[config.mk]
export PLATFORM = sky130hd
export DESIGN_NAME = admin_ring_completion_engine
export DESIGN_NICKNAME = d
export VERILOG_FILES = /design/src/rtl/arce_pkg.sv /design/src/rtl/arce_regs.sv /design/src/rtl/arce_datapath.sv /design/src/rtl/arce_ctrl.sv /design/src/rtl/admin_ring_completion_engine.sv
export SDC_FILE = /design/constraint.sdc
export NUM_CORES = 2
export LEC_CHECK = 0
export BUFFER_PORTS_ARGS = -buffer_cell sky130_fd_sc_hd__buf_4
export CORE_MARGIN = 1
export CORE_UTILIZATION = 44
export DETAILED_ROUTE_END_ITERATION = 12
export PLACE_DENSITY_LB_ADDON = 0.12
export SYNTH_ARGS = -nofsm -noshare
export SYNTH_HDL_FRONTEND = slang
export SYNTH_SLANG_ARGS = --single-unit
[constraint.sdc]
create_clock -name clk -period 11.4 [get_ports clk]
set_clock_uncertainty 0.15 [all_clocks]
set_input_delay 0.57 -clock clk [delete_from_list [all_inputs] [get_ports clk]]
set_output_delay 0.57 -clock clk [all_outputs]
set_load 0.01 [all_outputs]
[src/rtl/arce_pkg.sv]
`timescale 1ns / 1ps
// Shared types, codes and sizes for the admin ring completion engine.
// Depends on nothing; every other file of the block imports it.
package arce_pkg;

  // Default ring depth and the span that the 4-bit entry index can address.
  localparam int RING_DEPTH_DEF = 16;
  localparam int ENTRY_W        = 4;
  localparam int SLOT_SPAN      = 2 ** ENTRY_W;

  // Configuration port sizing.
  localparam int CFG_AW = 4;
  localparam int CFG_DW = 32;

  // Register indexes.
  localparam logic [1:0] REG_DOORBELL_BASE = 2'd0;
  localparam logic [1:0] REG_LINK_CODE     = 2'd1;
  localparam logic [1:0] REG_RESET_CODE    = 2'd2;

  // Operation codes of an input item.
  localparam logic [1:0] OP_POST      = 2'd0;
  localparam logic [1:0] OP_DONE_WR   = 2'd1;
  localparam logic [1:0] OP_EVENT_WR  = 2'd2;
  localparam logic [1:0] OP_SERVICE   = 2'd3;

  // Result kinds.
  localparam logic [1:0] KIND_POST    = 2'd0;
  localparam logic [1:0] KIND_EVENT   = 2'd1;
  localparam logic [1:0] KIND_DONE    = 2'd2;
  localparam logic [1:0] KIND_CREDITS = 2'd3;

  // Result status codes.
  localparam logic [1:0] ST_OK       = 2'd0;
  localparam logic [1:0] ST_NO_SPACE = 2'd1;
  localparam logic [1:0] ST_FW_DOWN  = 2'd2;
  localparam logic [1:0] ST_STOPPING = 2'd3;

  // One input item.
  typedef struct packed {
    logic [1:0]         operation;
    logic               fw_running;
    logic               stopping;
    logic [ENTRY_W-1:0] entry_index;
    logic               entry_color;
    logic [63:0]        event_id;
    logic [15:0]        event_code;
  } arce_in_t;

  // One result item.
  typedef struct packed {
    logic [1:0]         kind;
    logic [1:0]         status;
    logic [ENTRY_W-1:0] slot_index;
    logic [15:0]        doorbell_word;
    logic [63:0]        out_event_id;
    logic [15:0]        out_event_code;
    logic               forward;
    logic [5:0]         credit_count;
    logic               last;
  } arce_out_t;

  // Configuration register values seen by the datapath.
  typedef struct packed {
    logic [15:0] doorbell_base;
    logic [15:0] link_change_code;
    logic [15:0] reset_code;
  } arce_cfg_t;

  // Commands from the controller to the datapath.
  typedef struct packed {
    logic take_post;
    logic take_done_wr;
    logic take_event_wr;
    logic take_stop;
    logic start_svc;
    logic evt_step;
    logic clr_guard;
    logic cmp_step;
    logic cred_emit;
  } arce_cmd_t;

  // Status from the datapath to the controller.
  typedef struct packed {
    logic out_free;
    logic evt_new;
    logic cmp_match;
    logic guard_done;
    logic ring_busy;
  } arce_sts_t;

endpackage

[src/rtl/arce_regs.sv]
`timescale 1ns / 1ps
// Configuration registers behind an APB-style port.
// Depends on arce_pkg for the register indexes and the config struct.
module arce_regs (
  input  logic                       clk,
  input  logic                       rst_n,
  input  logic                       psel,
  input  logic                       penable,
  input  logic                       pwrite,
  input  logic [arce_pkg::CFG_AW-1:0] paddr,
  input  logic [arce_pkg::CFG_DW-1:0] pwdata,
  output logic [arce_pkg::CFG_DW-1:0] prdata,
  output logic                       pready,
  output arce_pkg::arce_cfg_t        cfg
);
  import arce_pkg::*;

  logic [15:0] doorbell_base_r, doorbell_base_nxt;
  logic [15:0] link_code_r, link_code_nxt;
  logic [15:0] reset_code_r, reset_code_nxt;
  logic [1:0]  reg_idx;
  logic        wr_en;

  assign pready  = 1'b1;
  assign reg_idx = paddr[3:2];
  assign wr_en   = psel && penable && pwrite;

  // A write lands in the access phase; unknown addresses are ignored.
  always_comb begin
    doorbell_base_nxt = doorbell_base_r;
    link_code_nxt     = link_code_r;
    reset_code_nxt    = reset_code_r;
    if (wr_en) begin
      case (reg_idx)
        REG_DOORBELL_BASE: doorbell_base_nxt = pwdata[15:0];
        REG_LINK_CODE:     link_code_nxt     = pwdata[15:0];
        REG_RESET_CODE:    reset_code_nxt    = pwdata[15:0];
        default: ;
      endcase
    end
  end

  always_ff @(posedge clk) begin
    if (!rst_n) begin
      doorbell_base_r <= 16'd0;
      link_code_r     <= 16'd1;
      reset_code_r    <= 16'd2;
    end else begin
      doorbell_base_r <= doorbell_base_nxt;
      link_code_r     <= link_code_nxt;
      reset_code_r    <= reset_code_nxt;
    end
  end

  // Read data is zero-extended to the bus width.
  always_comb begin
    case (reg_idx)
      REG_DOORBELL_BASE: prdata = CFG_DW'(doorbell_base_r);
      REG_LINK_CODE:     prdata = CFG_DW'(link_code_r);
      REG_RESET_CODE:    prdata = CFG_DW'(reset_code_r);
      default:           prdata = '0;
    endcase
  end

  assign cfg.doorbell_base    = doorbell_base_r;
  assign cfg.link_change_code = link_code_r;
  assign cfg.reset_code       = reset_code_r;

endmodule

[src/rtl/arce_datapath.sv]
`timescale 1ns / 1ps
// Ring pointers, completion colors, event entries and the result register.
// Depends on arce_pkg; driven by commands from arce_ctrl.
module arce_datapath #(
  parameter int RING_DEPTH = arce_pkg::RING_DEPTH_DEF
) (
  input  logic                clk,
  input  logic                rst_n,
  input  arce_pkg::arce_in_t  in_data,
  input  arce_pkg::arce_cfg_t cfg,
  input  arce_pkg::arce_cmd_t cmd,
  output arce_pkg::arce_sts_t sts,
  input  logic                out_stall,
  output logic                out_valid,
  output arce_pkg::arce_out_t out_data
);
  import arce_pkg::*;

  localparam int IW    = $clog2(RING_DEPTH);
  // Only slots the 4-bit entry index can reach are ever written.
  localparam int STORE = (RING_DEPTH < SLOT_SPAN) ? RING_DEPTH : SLOT_SPAN;
  localparam int SW    = $clog2(STORE);
  localparam int GW    = $clog2(RING_DEPTH + 1);
  localparam logic [IW-1:0] LAST_IDX = IW'(RING_DEPTH - 1);

  function automatic logic [IW-1:0] ring_next(input logic [IW-1:0] i);
    return (i == LAST_IDX) ? '0 : i + 1'b1;
  endfunction

  logic [IW-1:0]    cmd_head_r, cmd_head_nxt;
  logic [IW-1:0]    cmd_tail_r, cmd_tail_nxt;
  logic [IW-1:0]    done_tail_r, done_tail_nxt;
  logic [IW-1:0]    event_tail_r, event_tail_nxt;
  logic             exp_color_r, exp_color_nxt;
  logic [63:0]      last_seen_r, last_seen_nxt;
  logic [GW-1:0]    guard_r, guard_nxt;
  logic [5:0]       count_r, count_nxt;
  logic             out_valid_r, out_valid_nxt;
  arce_out_t        out_data_r, out_data_nxt;
  logic [STORE-1:0] done_colors_r;
  logic [STORE-1:0] ev_vld_r;
  logic [63:0]      ev_id_r [STORE];
  logic [15:0]      ev_code_r [STORE];

  logic             wr_in_range;
  logic [SW-1:0]    wr_idx;
  logic             ev_tail_in;
  logic [SW-1:0]    ev_rd_idx;
  logic             dn_tail_in;
  logic [SW-1:0]    dn_rd_idx;
  logic [63:0]      cur_id;
  logic [15:0]      cur_code;
  logic             cur_color;
  logic [IW-1:0]    head_adv;
  logic             no_space;
  logic             load;
  arce_out_t        res;

  // Device writes beyond the ring are dropped.
  assign wr_in_range = (32'(in_data.entry_index) < RING_DEPTH);
  assign wr_idx      = in_data.entry_index[SW-1:0];

  // Entry reads at the walk pointers; unwritten entries read as zero.
  assign ev_tail_in = (32'(event_tail_r) < STORE);
  assign ev_rd_idx  = event_tail_r[SW-1:0];
  assign dn_tail_in = (32'(done_tail_r) < STORE);
  assign dn_rd_idx  = done_tail_r[SW-1:0];

  always_comb begin
    cur_id    = '0;
    cur_code  = '0;
    cur_color = 1'b0;
    if (ev_tail_in && ev_vld_r[ev_rd_idx]) begin
      cur_id   = ev_id_r[ev_rd_idx];
      cur_code = ev_code_r[ev_rd_idx];
    end
    if (dn_tail_in) begin
      cur_color = done_colors_r[dn_rd_idx];
    end
  end

  // Free-space check: one slot always stays reserved.
  assign head_adv = ring_next(cmd_head_r);
  assign no_space = (head_adv == cmd_tail_r);

  assign sts.out_free   = !out_valid_r || !out_stall;
  assign sts.evt_new    = (cur_id > last_seen_r);
  assign sts.cmp_match  = (cur_color == exp_color_r);
  assign sts.guard_done = (guard_r == GW'(RING_DEPTH));
  assign sts.ring_busy  = (cmd_tail_r != cmd_head_r);

  // Result formation for whichever command loads the output register.
  always_comb begin
    res  = '0;
    load = 1'b0;
    if (cmd.take_post) begin
      load      = 1'b1;
      res.kind  = KIND_POST;
      res.last  = 1'b1;
      if (no_space) begin
        res.status = ST_NO_SPACE;
      end else if (!in_data.fw_running) begin
        res.status = ST_FW_DOWN;
      end else begin
        res.status        = ST_OK;
        res.slot_index    = ENTRY_W'(cmd_head_r);
        res.doorbell_word = cfg.doorbell_base | 16'(head_adv);
      end
    end else if (cmd.take_stop) begin
      load       = 1'b1;
      res.kind   = KIND_CREDITS;
      res.status = ST_STOPPING;
      res.last   = 1'b1;
    end else if (cmd.evt_step) begin
      load               = 1'b1;
      res.kind           = KIND_EVENT;
      res.out_event_id   = cur_id;
      res.out_event_code = cur_code;
      res.forward        = (cur_code == cfg.link_change_code) ||
                           (cur_code == cfg.reset_code);
    end else if (cmd.cmp_step) begin
      load           = 1'b1;
      res.kind       = KIND_DONE;
      res.slot_index = ENTRY_W'(cmd_tail_r);
    end else if (cmd.cred_emit) begin
      load             = 1'b1;
      res.kind         = KIND_CREDITS;
      res.credit_count = count_r;
      res.last         = 1'b1;
    end
  end

  // Next values of pointers, phase, walk counters and the result register.
  always_comb begin
    cmd_head_nxt   = cmd_head_r;
    cmd_tail_nxt   = cmd_tail_r;
    done_tail_nxt  = done_tail_r;
    event_tail_nxt = event_tail_r;
    exp_color_nxt  = exp_color_r;
    last_seen_nxt  = last_seen_r;
    guard_nxt      = guard_r;
    count_nxt      = count_r;
    out_data_nxt   = out_data_r;
    out_valid_nxt  = out_valid_r && out_stall;

    if (cmd.take_post && !no_space && in_data.fw_running) begin
      cmd_head_nxt = head_adv;
    end
    if (cmd.start_svc) begin
      guard_nxt = '0;
      count_nxt = '0;
    end
    if (cmd.clr_guard) begin
      guard_nxt = '0;
    end
    if (cmd.evt_step) begin
      last_seen_nxt  = cur_id;
      event_tail_nxt = ring_next(event_tail_r);
      guard_nxt      = guard_r + 1'b1;
      count_nxt      = count_r + 1'b1;
    end
    if (cmd.cmp_step) begin
      cmd_tail_nxt  = ring_next(cmd_tail_r);
      done_tail_nxt = ring_next(done_tail_r);
      guard_nxt     = guard_r + 1'b1;
      count_nxt     = count_r + 1'b1;
      if (done_tail_r == LAST_IDX) begin
        exp_color_nxt = !exp_color_r;
      end
    end
    if (load) begin
      out_data_nxt  = res;
      out_valid_nxt = 1'b1;
    end
  end

  // Control state and completion colors.
  always_ff @(posedge clk) begin
    if (!rst_n) begin
      cmd_head_r    <= '0;
      cmd_tail_r    <= '0;
      done_tail_r   <= '0;
      event_tail_r  <= '0;
      exp_color_r   <= 1'b1;
      last_seen_r   <= '0;
      guard_r       <= '0;
      count_r       <= '0;
      out_valid_r   <= 1'b0;
      done_colors_r <= '0;
      ev_vld_r      <= '0;
    end else begin
      cmd_head_r   <= cmd_head_nxt;
      cmd_tail_r   <= cmd_tail_nxt;
      done_tail_r  <= done_tail_nxt;
      event_tail_r <= event_tail_nxt;
      exp_color_r  <= exp_color_nxt;
      last_seen_r  <= last_seen_nxt;
      guard_r      <= guard_nxt;
      count_r      <= count_nxt;
      out_valid_r  <= out_valid_nxt;
      if (cmd.take_done_wr && wr_in_range) begin
        done_colors_r[wr_idx] <= in_data.entry_color;
      end
      if (cmd.take_event_wr && wr_in_range) begin
        ev_vld_r[wr_idx] <= 1'b1;
      end
    end
  end

  // Event entry contents and the result payload carry no reset.
  always_ff @(posedge clk) begin
    out_data_r <= out_data_nxt;
    if (cmd.take_event_wr && wr_in_range) begin
      ev_id_r[wr_idx]   <= in_data.event_id;
      ev_code_r[wr_idx] <= in_data.event_code;
    end
  end

  assign out_valid = out_valid_r;
  assign out_data  = out_data_r;

`ifndef SYNTHESIS
  // At most one command loads the result register in a cycle.
  a_one_load: assert property (@(posedge clk) disable iff (!rst_n)
    $onehot0({cmd.take_post, cmd.take_stop, cmd.evt_step, cmd.cmp_step, cmd.cred_emit}))
    else $error("more than one result load in a cycle");

  // A load never overwrites a result that is still waiting.
  a_no_overwrite: assert property (@(posedge clk) disable iff (!rst_n)
    load |-> (!out_valid_r || !out_stall))
    else $error("result register overwritten while stalled");

  // The command tail moves only when a completion is retired.
  a_tail_move: assert property (@(posedge clk) disable iff (!rst_n)
    ($past(rst_n) && !$stable(cmd_tail_r)) |-> $past(cmd.cmp_step))
    else $error("command tail moved without a retire");

  // The expected phase flips only on a retire at the last slot.
  a_phase_flip: assert property (@(posedge clk) disable iff (!rst_n)
    ($past(rst_n) && !$stable(exp_color_r)) |->
      ($past(cmd.cmp_step) && $past(done_tail_r) == LAST_IDX))
    else $error("phase flipped outside a wrap");
`endif

endmodule

[src/rtl/arce_ctrl.sv]
`timescale 1ns / 1ps
// Controller that sequences posts, device writes and the two service walks.
// Depends on arce_pkg for operation codes and the command/status structs.
module arce_ctrl (
  input  logic                clk,
  input  logic                rst_n,
  input  logic                in_valid,
  output logic                in_stall,
  input  logic [1:0]          operation,
  input  logic                stopping,
  input  arce_pkg::arce_sts_t sts,
  output arce_pkg::arce_cmd_t cmd
);
  import arce_pkg::*;

  typedef enum logic [1:0] {
    S_IDLE,
    S_EVT,
    S_CMP,
    S_CRED
  } state_t;

  state_t state_r, state_nxt;
  logic   take;

  // Items are taken only in idle and only when the result register can load.
  assign in_stall = !((state_r == S_IDLE) && sts.out_free);
  assign take     = in_valid && !in_stall;

  always_comb begin
    state_nxt = state_r;
    cmd       = '0;
    case (state_r)
      S_IDLE: begin
        if (take) begin
          case (operation)
            OP_POST:     cmd.take_post     = 1'b1;
            OP_DONE_WR:  cmd.take_done_wr  = 1'b1;
            OP_EVENT_WR: cmd.take_event_wr = 1'b1;
            OP_SERVICE: begin
              if (stopping) begin
                cmd.take_stop = 1'b1;
              end else begin
                cmd.start_svc = 1'b1;
                state_nxt     = S_EVT;
              end
            end
            default: ;
          endcase
        end
      end
      // Walk new events, one transfer per cycle while the result register can load.
      S_EVT: begin
        if (!sts.evt_new || sts.guard_done) begin
          cmd.clr_guard = 1'b1;
          state_nxt     = sts.ring_busy ? S_CMP : S_CRED;
        end else if (sts.out_free) begin
          cmd.evt_step = 1'b1;
        end
      end
      // Retire completions while the color matches the phase.
      S_CMP: begin
        if (!sts.cmp_match || sts.guard_done) begin
          state_nxt = S_CRED;
        end else if (sts.out_free) begin
          cmd.cmp_step = 1'b1;
        end
      end
      S_CRED: begin
        if (sts.out_free) begin
          cmd.cred_emit = 1'b1;
          state_nxt     = S_IDLE;
        end
      end
      default: state_nxt = S_IDLE;
    endcase
  end

  always_ff @(posedge clk) begin
    if (!rst_n) begin
      state_r <= S_IDLE;
    end else begin
      state_r <= state_nxt;
    end
  end

`ifndef SYNTHESIS
  // A service that is started is always walking on the next cycle.
  a_svc_start: assert property (@(posedge clk) disable iff (!rst_n)
    cmd.start_svc |=> (state_r == S_EVT))
    else $error("service start did not enter the event walk");

  // The credits result always returns the controller to idle.
  a_cred_idle: assert property (@(posedge clk) disable iff (!rst_n)
    cmd.cred_emit |=> (state_r == S_IDLE))
    else $error("credits result did not end the service");

  // The completion walk only runs when commands are outstanding at its start.
  a_cmp_entry: assert property (@(posedge clk) disable iff (!rst_n)
    (state_r == S_EVT && state_nxt == S_CMP) |-> sts.ring_busy)
    else $error("completion walk entered on an empty ring");
`endif

endmodule

[src/rtl/admin_ring_completion_engine.sv]
`timescale 1ns / 1ps
// Results: a post reply or refused service is in the output register the cycle after its
// transfer; a service walks new events, then retired completions (skipped when the command ring
// is empty), then loads its credits result; each walk step waits while the output is stalled.
// Flow: posts and device writes keep the controller in idle; the next item is taken once the
// controller is back in idle and the result register can load.
// Reset: synchronous active-low rst_n clears pointers, colors and valid bits; phase starts at one.
module admin_ring_completion_engine #(
  parameter int RING_DEPTH = arce_pkg::RING_DEPTH_DEF
) (
  input  logic                        clk,
  input  logic                        rst_n,
  input  logic                        in_valid,
  output logic                        in_stall,
  input  arce_pkg::arce_in_t          in_data,
  output logic                        out_valid,
  input  logic                        out_stall,
  output arce_pkg::arce_out_t         out_data,
  input  logic                        psel,
  input  logic                        penable,
  input  logic                        pwrite,
  input  logic [arce_pkg::CFG_AW-1:0] paddr,
  input  logic [arce_pkg::CFG_DW-1:0] pwdata,
  output logic [arce_pkg::CFG_DW-1:0] prdata,
  output logic                        pready
);
  import arce_pkg::*;

  arce_cfg_t cfg;
  arce_cmd_t cmd;
  arce_sts_t sts;

  // Configuration registers.
  arce_regs u_regs (
    .clk     (clk),
    .rst_n   (rst_n),
    .psel    (psel),
    .penable (penable),
    .pwrite  (pwrite),
    .paddr   (paddr),
    .pwdata  (pwdata),
    .prdata  (prdata),
    .pready  (pready),
    .cfg     (cfg)
  );

  // Sequencing of items and walks.
  arce_ctrl u_ctrl (
    .clk       (clk),
    .rst_n     (rst_n),
    .in_valid  (in_valid),
    .in_stall  (in_stall),
    .operation (in_data.operation),
    .stopping  (in_data.stopping),
    .sts       (sts),
    .cmd       (cmd)
  );

  // Ring state and result formation.
  arce_datapath #(
    .RING_DEPTH (RING_DEPTH)
  ) u_dp (
    .clk       (clk),
    .rst_n     (rst_n),
    .in_data   (in_data),
    .cfg       (cfg),
    .cmd       (cmd),
    .sts       (sts),
    .out_stall (out_stall),
    .out_valid (out_valid),
    .out_data  (out_data)
  );

endmodule

* Yosys cells after proc, flatten, opt, wreduce, memory -nomap -nowiden
Memory sizes are Yosys's and may differ from the RTL's. A register that Yosys moved wholly into a read port is not among the register bits.
Cells that the tools add are included.
** Storage, ports and cells
- Register bits after elaboration :: 287
- Bits in writable memories :: 1280
- Output and inout bits :: 147
- Logic and storage cells :: 172
- Memories :: 2
** Operators by class
- Add/subtract/negate cells :: 6
- Magnitude comparators :: 5
- Equality and inequality tests :: 24
- Multiplexer cells :: 72
- Bitwise gates (word level) :: 6
- Reduce and logical (&&, ||, !) cells :: 33
** Memories
- u_dp.ev_id_r :: words 16, width 64, read ports 1, clocked after Yosys merged registers in 1, wr ports 1, line arce_datapath.sv:42 : logic [63:0] ev_id_r [STORE];
- u_dp.ev_code_r :: words 16, width 16, read ports 1, clocked after Yosys merged registers in 1, wr ports 1, line arce_datapath.sv:43 : logic [15:0] ev_code_r [STORE];
** Operator list (count)
- $gt 64x64->1 :: 1
- $mux 64 :: 1
- $pmux 16 s3 :: 1
- $mux 4 :: 11
- $mux 20 :: 2
- $eq 16x16->1 :: 2
- $mux 2 :: 15
- $mux 5 :: 6
- $mux 1 :: 26
- $mux 6 :: 4
- $add 4x1->4 const B :: 4
- $bwmux 16 :: 1
- $eq 4x4->1 const B :: 4
- $mux 16 :: 1
- $or 16x16->16 :: 1
- $or 16x4->16 :: 1
- $lt 4x5->1 const B :: 3
- $eq 2x2->1 const B :: 5
- $bmux 1 s4 :: 2
- $logic_and 1x1->1 :: 8
- $ne 2x1->1 const B :: 4
- $pmux 2 s4 :: 1
- $reduce_and 2->1 :: 4
- $logic_not 1->1 :: 7
- 19 further kinds :: 31

* Depth between registers and ports, before layout
- Word-level depth :: 12
- Depth in mapped cells :: 21
- Mapped depth without buffers :: 14

* By module
A second synthesis with hierarchy kept.
** Second synthesis, totals
- Cell total of the unflattened synthesis :: 3350
- Area total of the unflattened synthesis :: 62869.0 µm²
** Modules (own cells, without submodules)
- arce_datapath :: times used 1, cells an instance 3059, area each 60304.1 µm²
- arce_regs :: times used 1, cells an instance 253, area each 2302.2 µm²
- arce_ctrl :: times used 1, cells an instance 38, area each 262.8 µm²

* Worst setup path after synthesis
No wires, ideal clock.
- Path type :: reg-to-reg
- Start point :: register with a tool-made name
- End point :: register u_dp.out_data_r, in the netlist u_dp.out_data[0] (enable)
- Arrival :: 6941 ps
- Path slack :: 3025 ps
- Stages on the path, launching flop included :: 20
- Buffers on the path :: 7
- Clock period less this slack :: 8375 ps
- Path through :: dfxtp_1 buf_2 buf_2 buf_4 buf_2 clkbuf_1 mux4_2 mux4_2 nor2b_1 ha_1 a21o_1 a21o_1 a211oi_1 o21ai_0 a32oi_1 o211ai_2 nand2_1 clkbuf_1 buf_2 nand3_1
** RTL lines
- end signal: assignment :: line arce_datapath.sv:212 : out_data_r <= out_data_nxt;
- end: declaration :: line arce_datapath.sv:39 : arce_out_t out_data_r, out_data_nxt;

==> results.tsv <==
metric	value	unit
setup_ws	3.403	ns
critical_path_class	reg2reg	
ir_drop	0.1353	mV
place_ws	3.183	ns
drv_slew	0	
vias	32580	
fp.dieH	378.9	µm
path_clk_slew	0.06	ns
status	finished, final reports clean	
avgRoutedWirePerCell	27.23	µm
nFillCells	11250	
yosysSeqAreaShare	0.7259	
die_w	378.9	µm
hpwl	82.66	mm
finalWirelength	156.4	mm
drive_above_1_share	0.2514	
track_usage	0.2196	
min_period_over_period	0.7015	
synth_fa_ha_area_frac	0.01501	
grt_pass1_wl	227.1	mm
min_period	7.997	ns
hold_violations	0	
use_met3	0.03511	
insertion_delay	0.79	ns
path_max_fanout	55	
fin_util	0.5190	
grt_pass1_vias	33510	
synth_mux_area_frac	0.1586	
syn_area	62520	µm²
place.gp.congestion	0.8210	
first_iter_violations	3014	
cp-start-kind	flip-flop	
core_area	140200	µm²
htreeDepth	4	
worst_hold_slack	0.07376	ns
ys_ff_latch	1571	
synth_edf_count	1392	
ios	279	
cellPowerDensity	173.2	nW/µm²
dieArea	143600	µm²
synth_compound_area_frac	0.02706	
met1_usage	0.3055	
crit_required	11.68	ns
clock.fmax	125.0	MHz
synth_top_area_cell	edfxtp_1	
total_power	12.60	mW
cts_resized	0	
async_flop_share	0	
clock_path_buffers	3	
ant_nets	0	
rsz0062_at_grt	false	
synth_xor_area_frac	0.004343	
num_rows	137	
synth_top_family_by_area	multiplexers	
nets	3936	
syn2layout_area_growth	16.40	%
drc	0	
synth_flop_cell	edfxtp_1	
antenna_found_initial	14	
port_buffers	243	
synth.distinct_cells	80	
synth_area_leaders	edfxtp_1, mux4_2, dfxtp_1, mux2i_1, ha_1	
crit_path_end_kind	flip-flop	
avgSynthCellArea	18.75	µm²
cts_tree	built	
fin_tns_setup	0	ns
synth_top_area_frac	0.6686	
cellLeakagePower	23.81	nW
clock-sinks	1571	
setup_viol	0	
clock-root-buffer	clkbuf_16	
worstMarginPinSlew	1.090	ns
synth_warnings	0	
dr.pass1.iters	7	
vias_per_cell	5.674	
cts_buffers	164	
busiest_layer	met2	
postSynthCellCount	3334	
globalRouteOverflowTotal	0	
use_met2	0.3636	
maxSlewHeadroom	0.2735	
cap_violations	0	
start_util	0.4459	
crit_arrival	8.28	ns
synthSimpleGateAreaFrac	0.04919	
hold_class	in2reg	
grt_max_degree	106	
## worst paths after layout
check	cells past startpoint	startpoint	slack (ns)	end
worst min-delay path	4	in_data[81]	0.07	u_dp.done_colors_r[4]
worst max register to register	13	flip-flop	3.40	u_dp.out_data[62]
worst max-delay path	13	flip-flop	3.40	u_dp.out_data[62]
worst min register to register	2	u_dp.ev_vld_r[6]	0.32	u_dp.ev_vld_r[6]
## Yosys cell counts (9+ instances only)
| library cell | number |
|---|---|
| nand2_1 | 172 |
| buf_2 | 55 |
| a21o_1 | 23 |
| inv_1 | 73 |
| dfxtp_1 | 179 |
| ha_1 | 75 |
| buf_1 | 16 |
| nand3_1 | 25 |
| buf_4 | 24 |
| mux2i_1 | 96 |
| and3_1 | 14 |
| a22oi_1 | 12 |
| mux4_2 | 390 |
| nor2b_1 | 74 |
| or3_1 | 10 |
| nor2_1 | 181 |
| a22o_1 | 9 |
| clkbuf_1 | 87 |
| xnor2_1 | 13 |
| nand4_1 | 18 |
| o21ai_0 | 54 |
| nor3_1 | 19 |
| a21oi_1 | 93 |
| xor2_1 | 18 |
| nand2b_1 | 13 |
| and2_1 | 76 |
| edfxtp_1 | 1392 |
## placed cells by master (no fill, tap or decap), types with 14 or more instances in the layout
master / count
o21ai_0: 54
dfxtp_1: 175
nor2b_1: 74
a21oi_1: 93
nand2_1: 171
and3_1: 14
a21o_1: 23
mux4_2: 390
xor2_1: 18
nand4_1: 18
dlygate4sd3_1: 102
clkbuf_1: 46
nand3_1: 24
and2_1: 76
ha_1: 75
clkinv_2: 16
buf_4: 296
conb_1: 17
clkinv_1: 28
nor3_1: 15
clkbuf_16: 171
nor2_1: 168
clkbuf_8: 15
mux2i_1: 96
edfxtp_1: 1392
inv_1: 73
## routing by layer
layer	wire length (µm)	up-vias
met4	2478	24
met1	68030	17340
li1	-	14030
met5	155	-
met2	77340	979
met3	8354	198
## cell families after synthesis
logic type,count (synthesis)
AOI/OAI and AO/OA,262
xor gates and xnor gates,31
adders and majority gates,75
buffers and inverters,264
DFF,1571
muxes,497
other,2
and+or+nand+nor,632
## per-stage QoR
stage               area [µm²]  std cells
finish                   72770       5741
global route             72770       5741
CTS                      72770       5739
detailed placement       66470       5337
global placement         66470       5337
floorplan                62570       3349
## power breakdown
part | leakage [nW] | internal, mW | total, mW | switching, mW
sequential | 14.0 | 6.40 | 6.46 | 0.0598
combinational | 7.21 | 0.407 | 0.932 | 0.525
clock | 2.57 | 3.05 | 5.22 | 2.17
total | 23.8 | 9.85 | 12.6 | 2.75
## registers in the layout, indices dropped and copies added (netlist names), named ones only
name	cells
u_dp.guard_r	5
u_dp.out_valid	1
u_dp.count_r	6
u_dp.out_data	112
u_dp.ev_id_r	1024
u_dp.ev_code_r	256
u_dp.cmd_tail_r	4
u_dp.done_colors_r	16
u_dp.ev_vld_r	16
u_dp.exp_color_r	1
u_dp.ev_rd_idx	4
u_ctrl.state_r	2
u_dp.cmd_head_r	4
u_regs.reset_code_r	16
u_regs.doorbell_base_r	16
u_dp.dn_rd_idx	4
u_dp.last_seen_r	64
u_regs.link_code_r	16
## worst max-delay path, stage by stage (launching register included)
cell	delay, ns
dfxtp_4	0.64
buf_4	0.65
buf_4	0.76
mux4_2	0.44
mux4_2	0.51
nor2b_1	0.19
ha_1	0.37
nand4_1	0.29
nor4_1	0.75
nand2_1	0.46
and4_1	0.47
nand2_4	0.62
nand3_4	0.55
buf_4	0.56
## timing repair
item | 4_1_cts | 5_1_grt
hold buffers | 102 | 0
buffers inserted | 0 | 0
hold endpoints to repair | 1354 | 0
## final cells by class
class                   instances  area, µm²  area share
well taps                    1876       2347     0.03226
clock inverters                68      615.6    0.008459
inverters                      74      291.5    0.004006
clock buffers                 232       4658     0.06401
multi-input cells            1514      16090      0.2211
diodes                          2      5.005  0.00006877
repair buffers                404       3363     0.04622
flip-flops and latches       1571      45400      0.6239
Power figures use the tool's default switching activity.
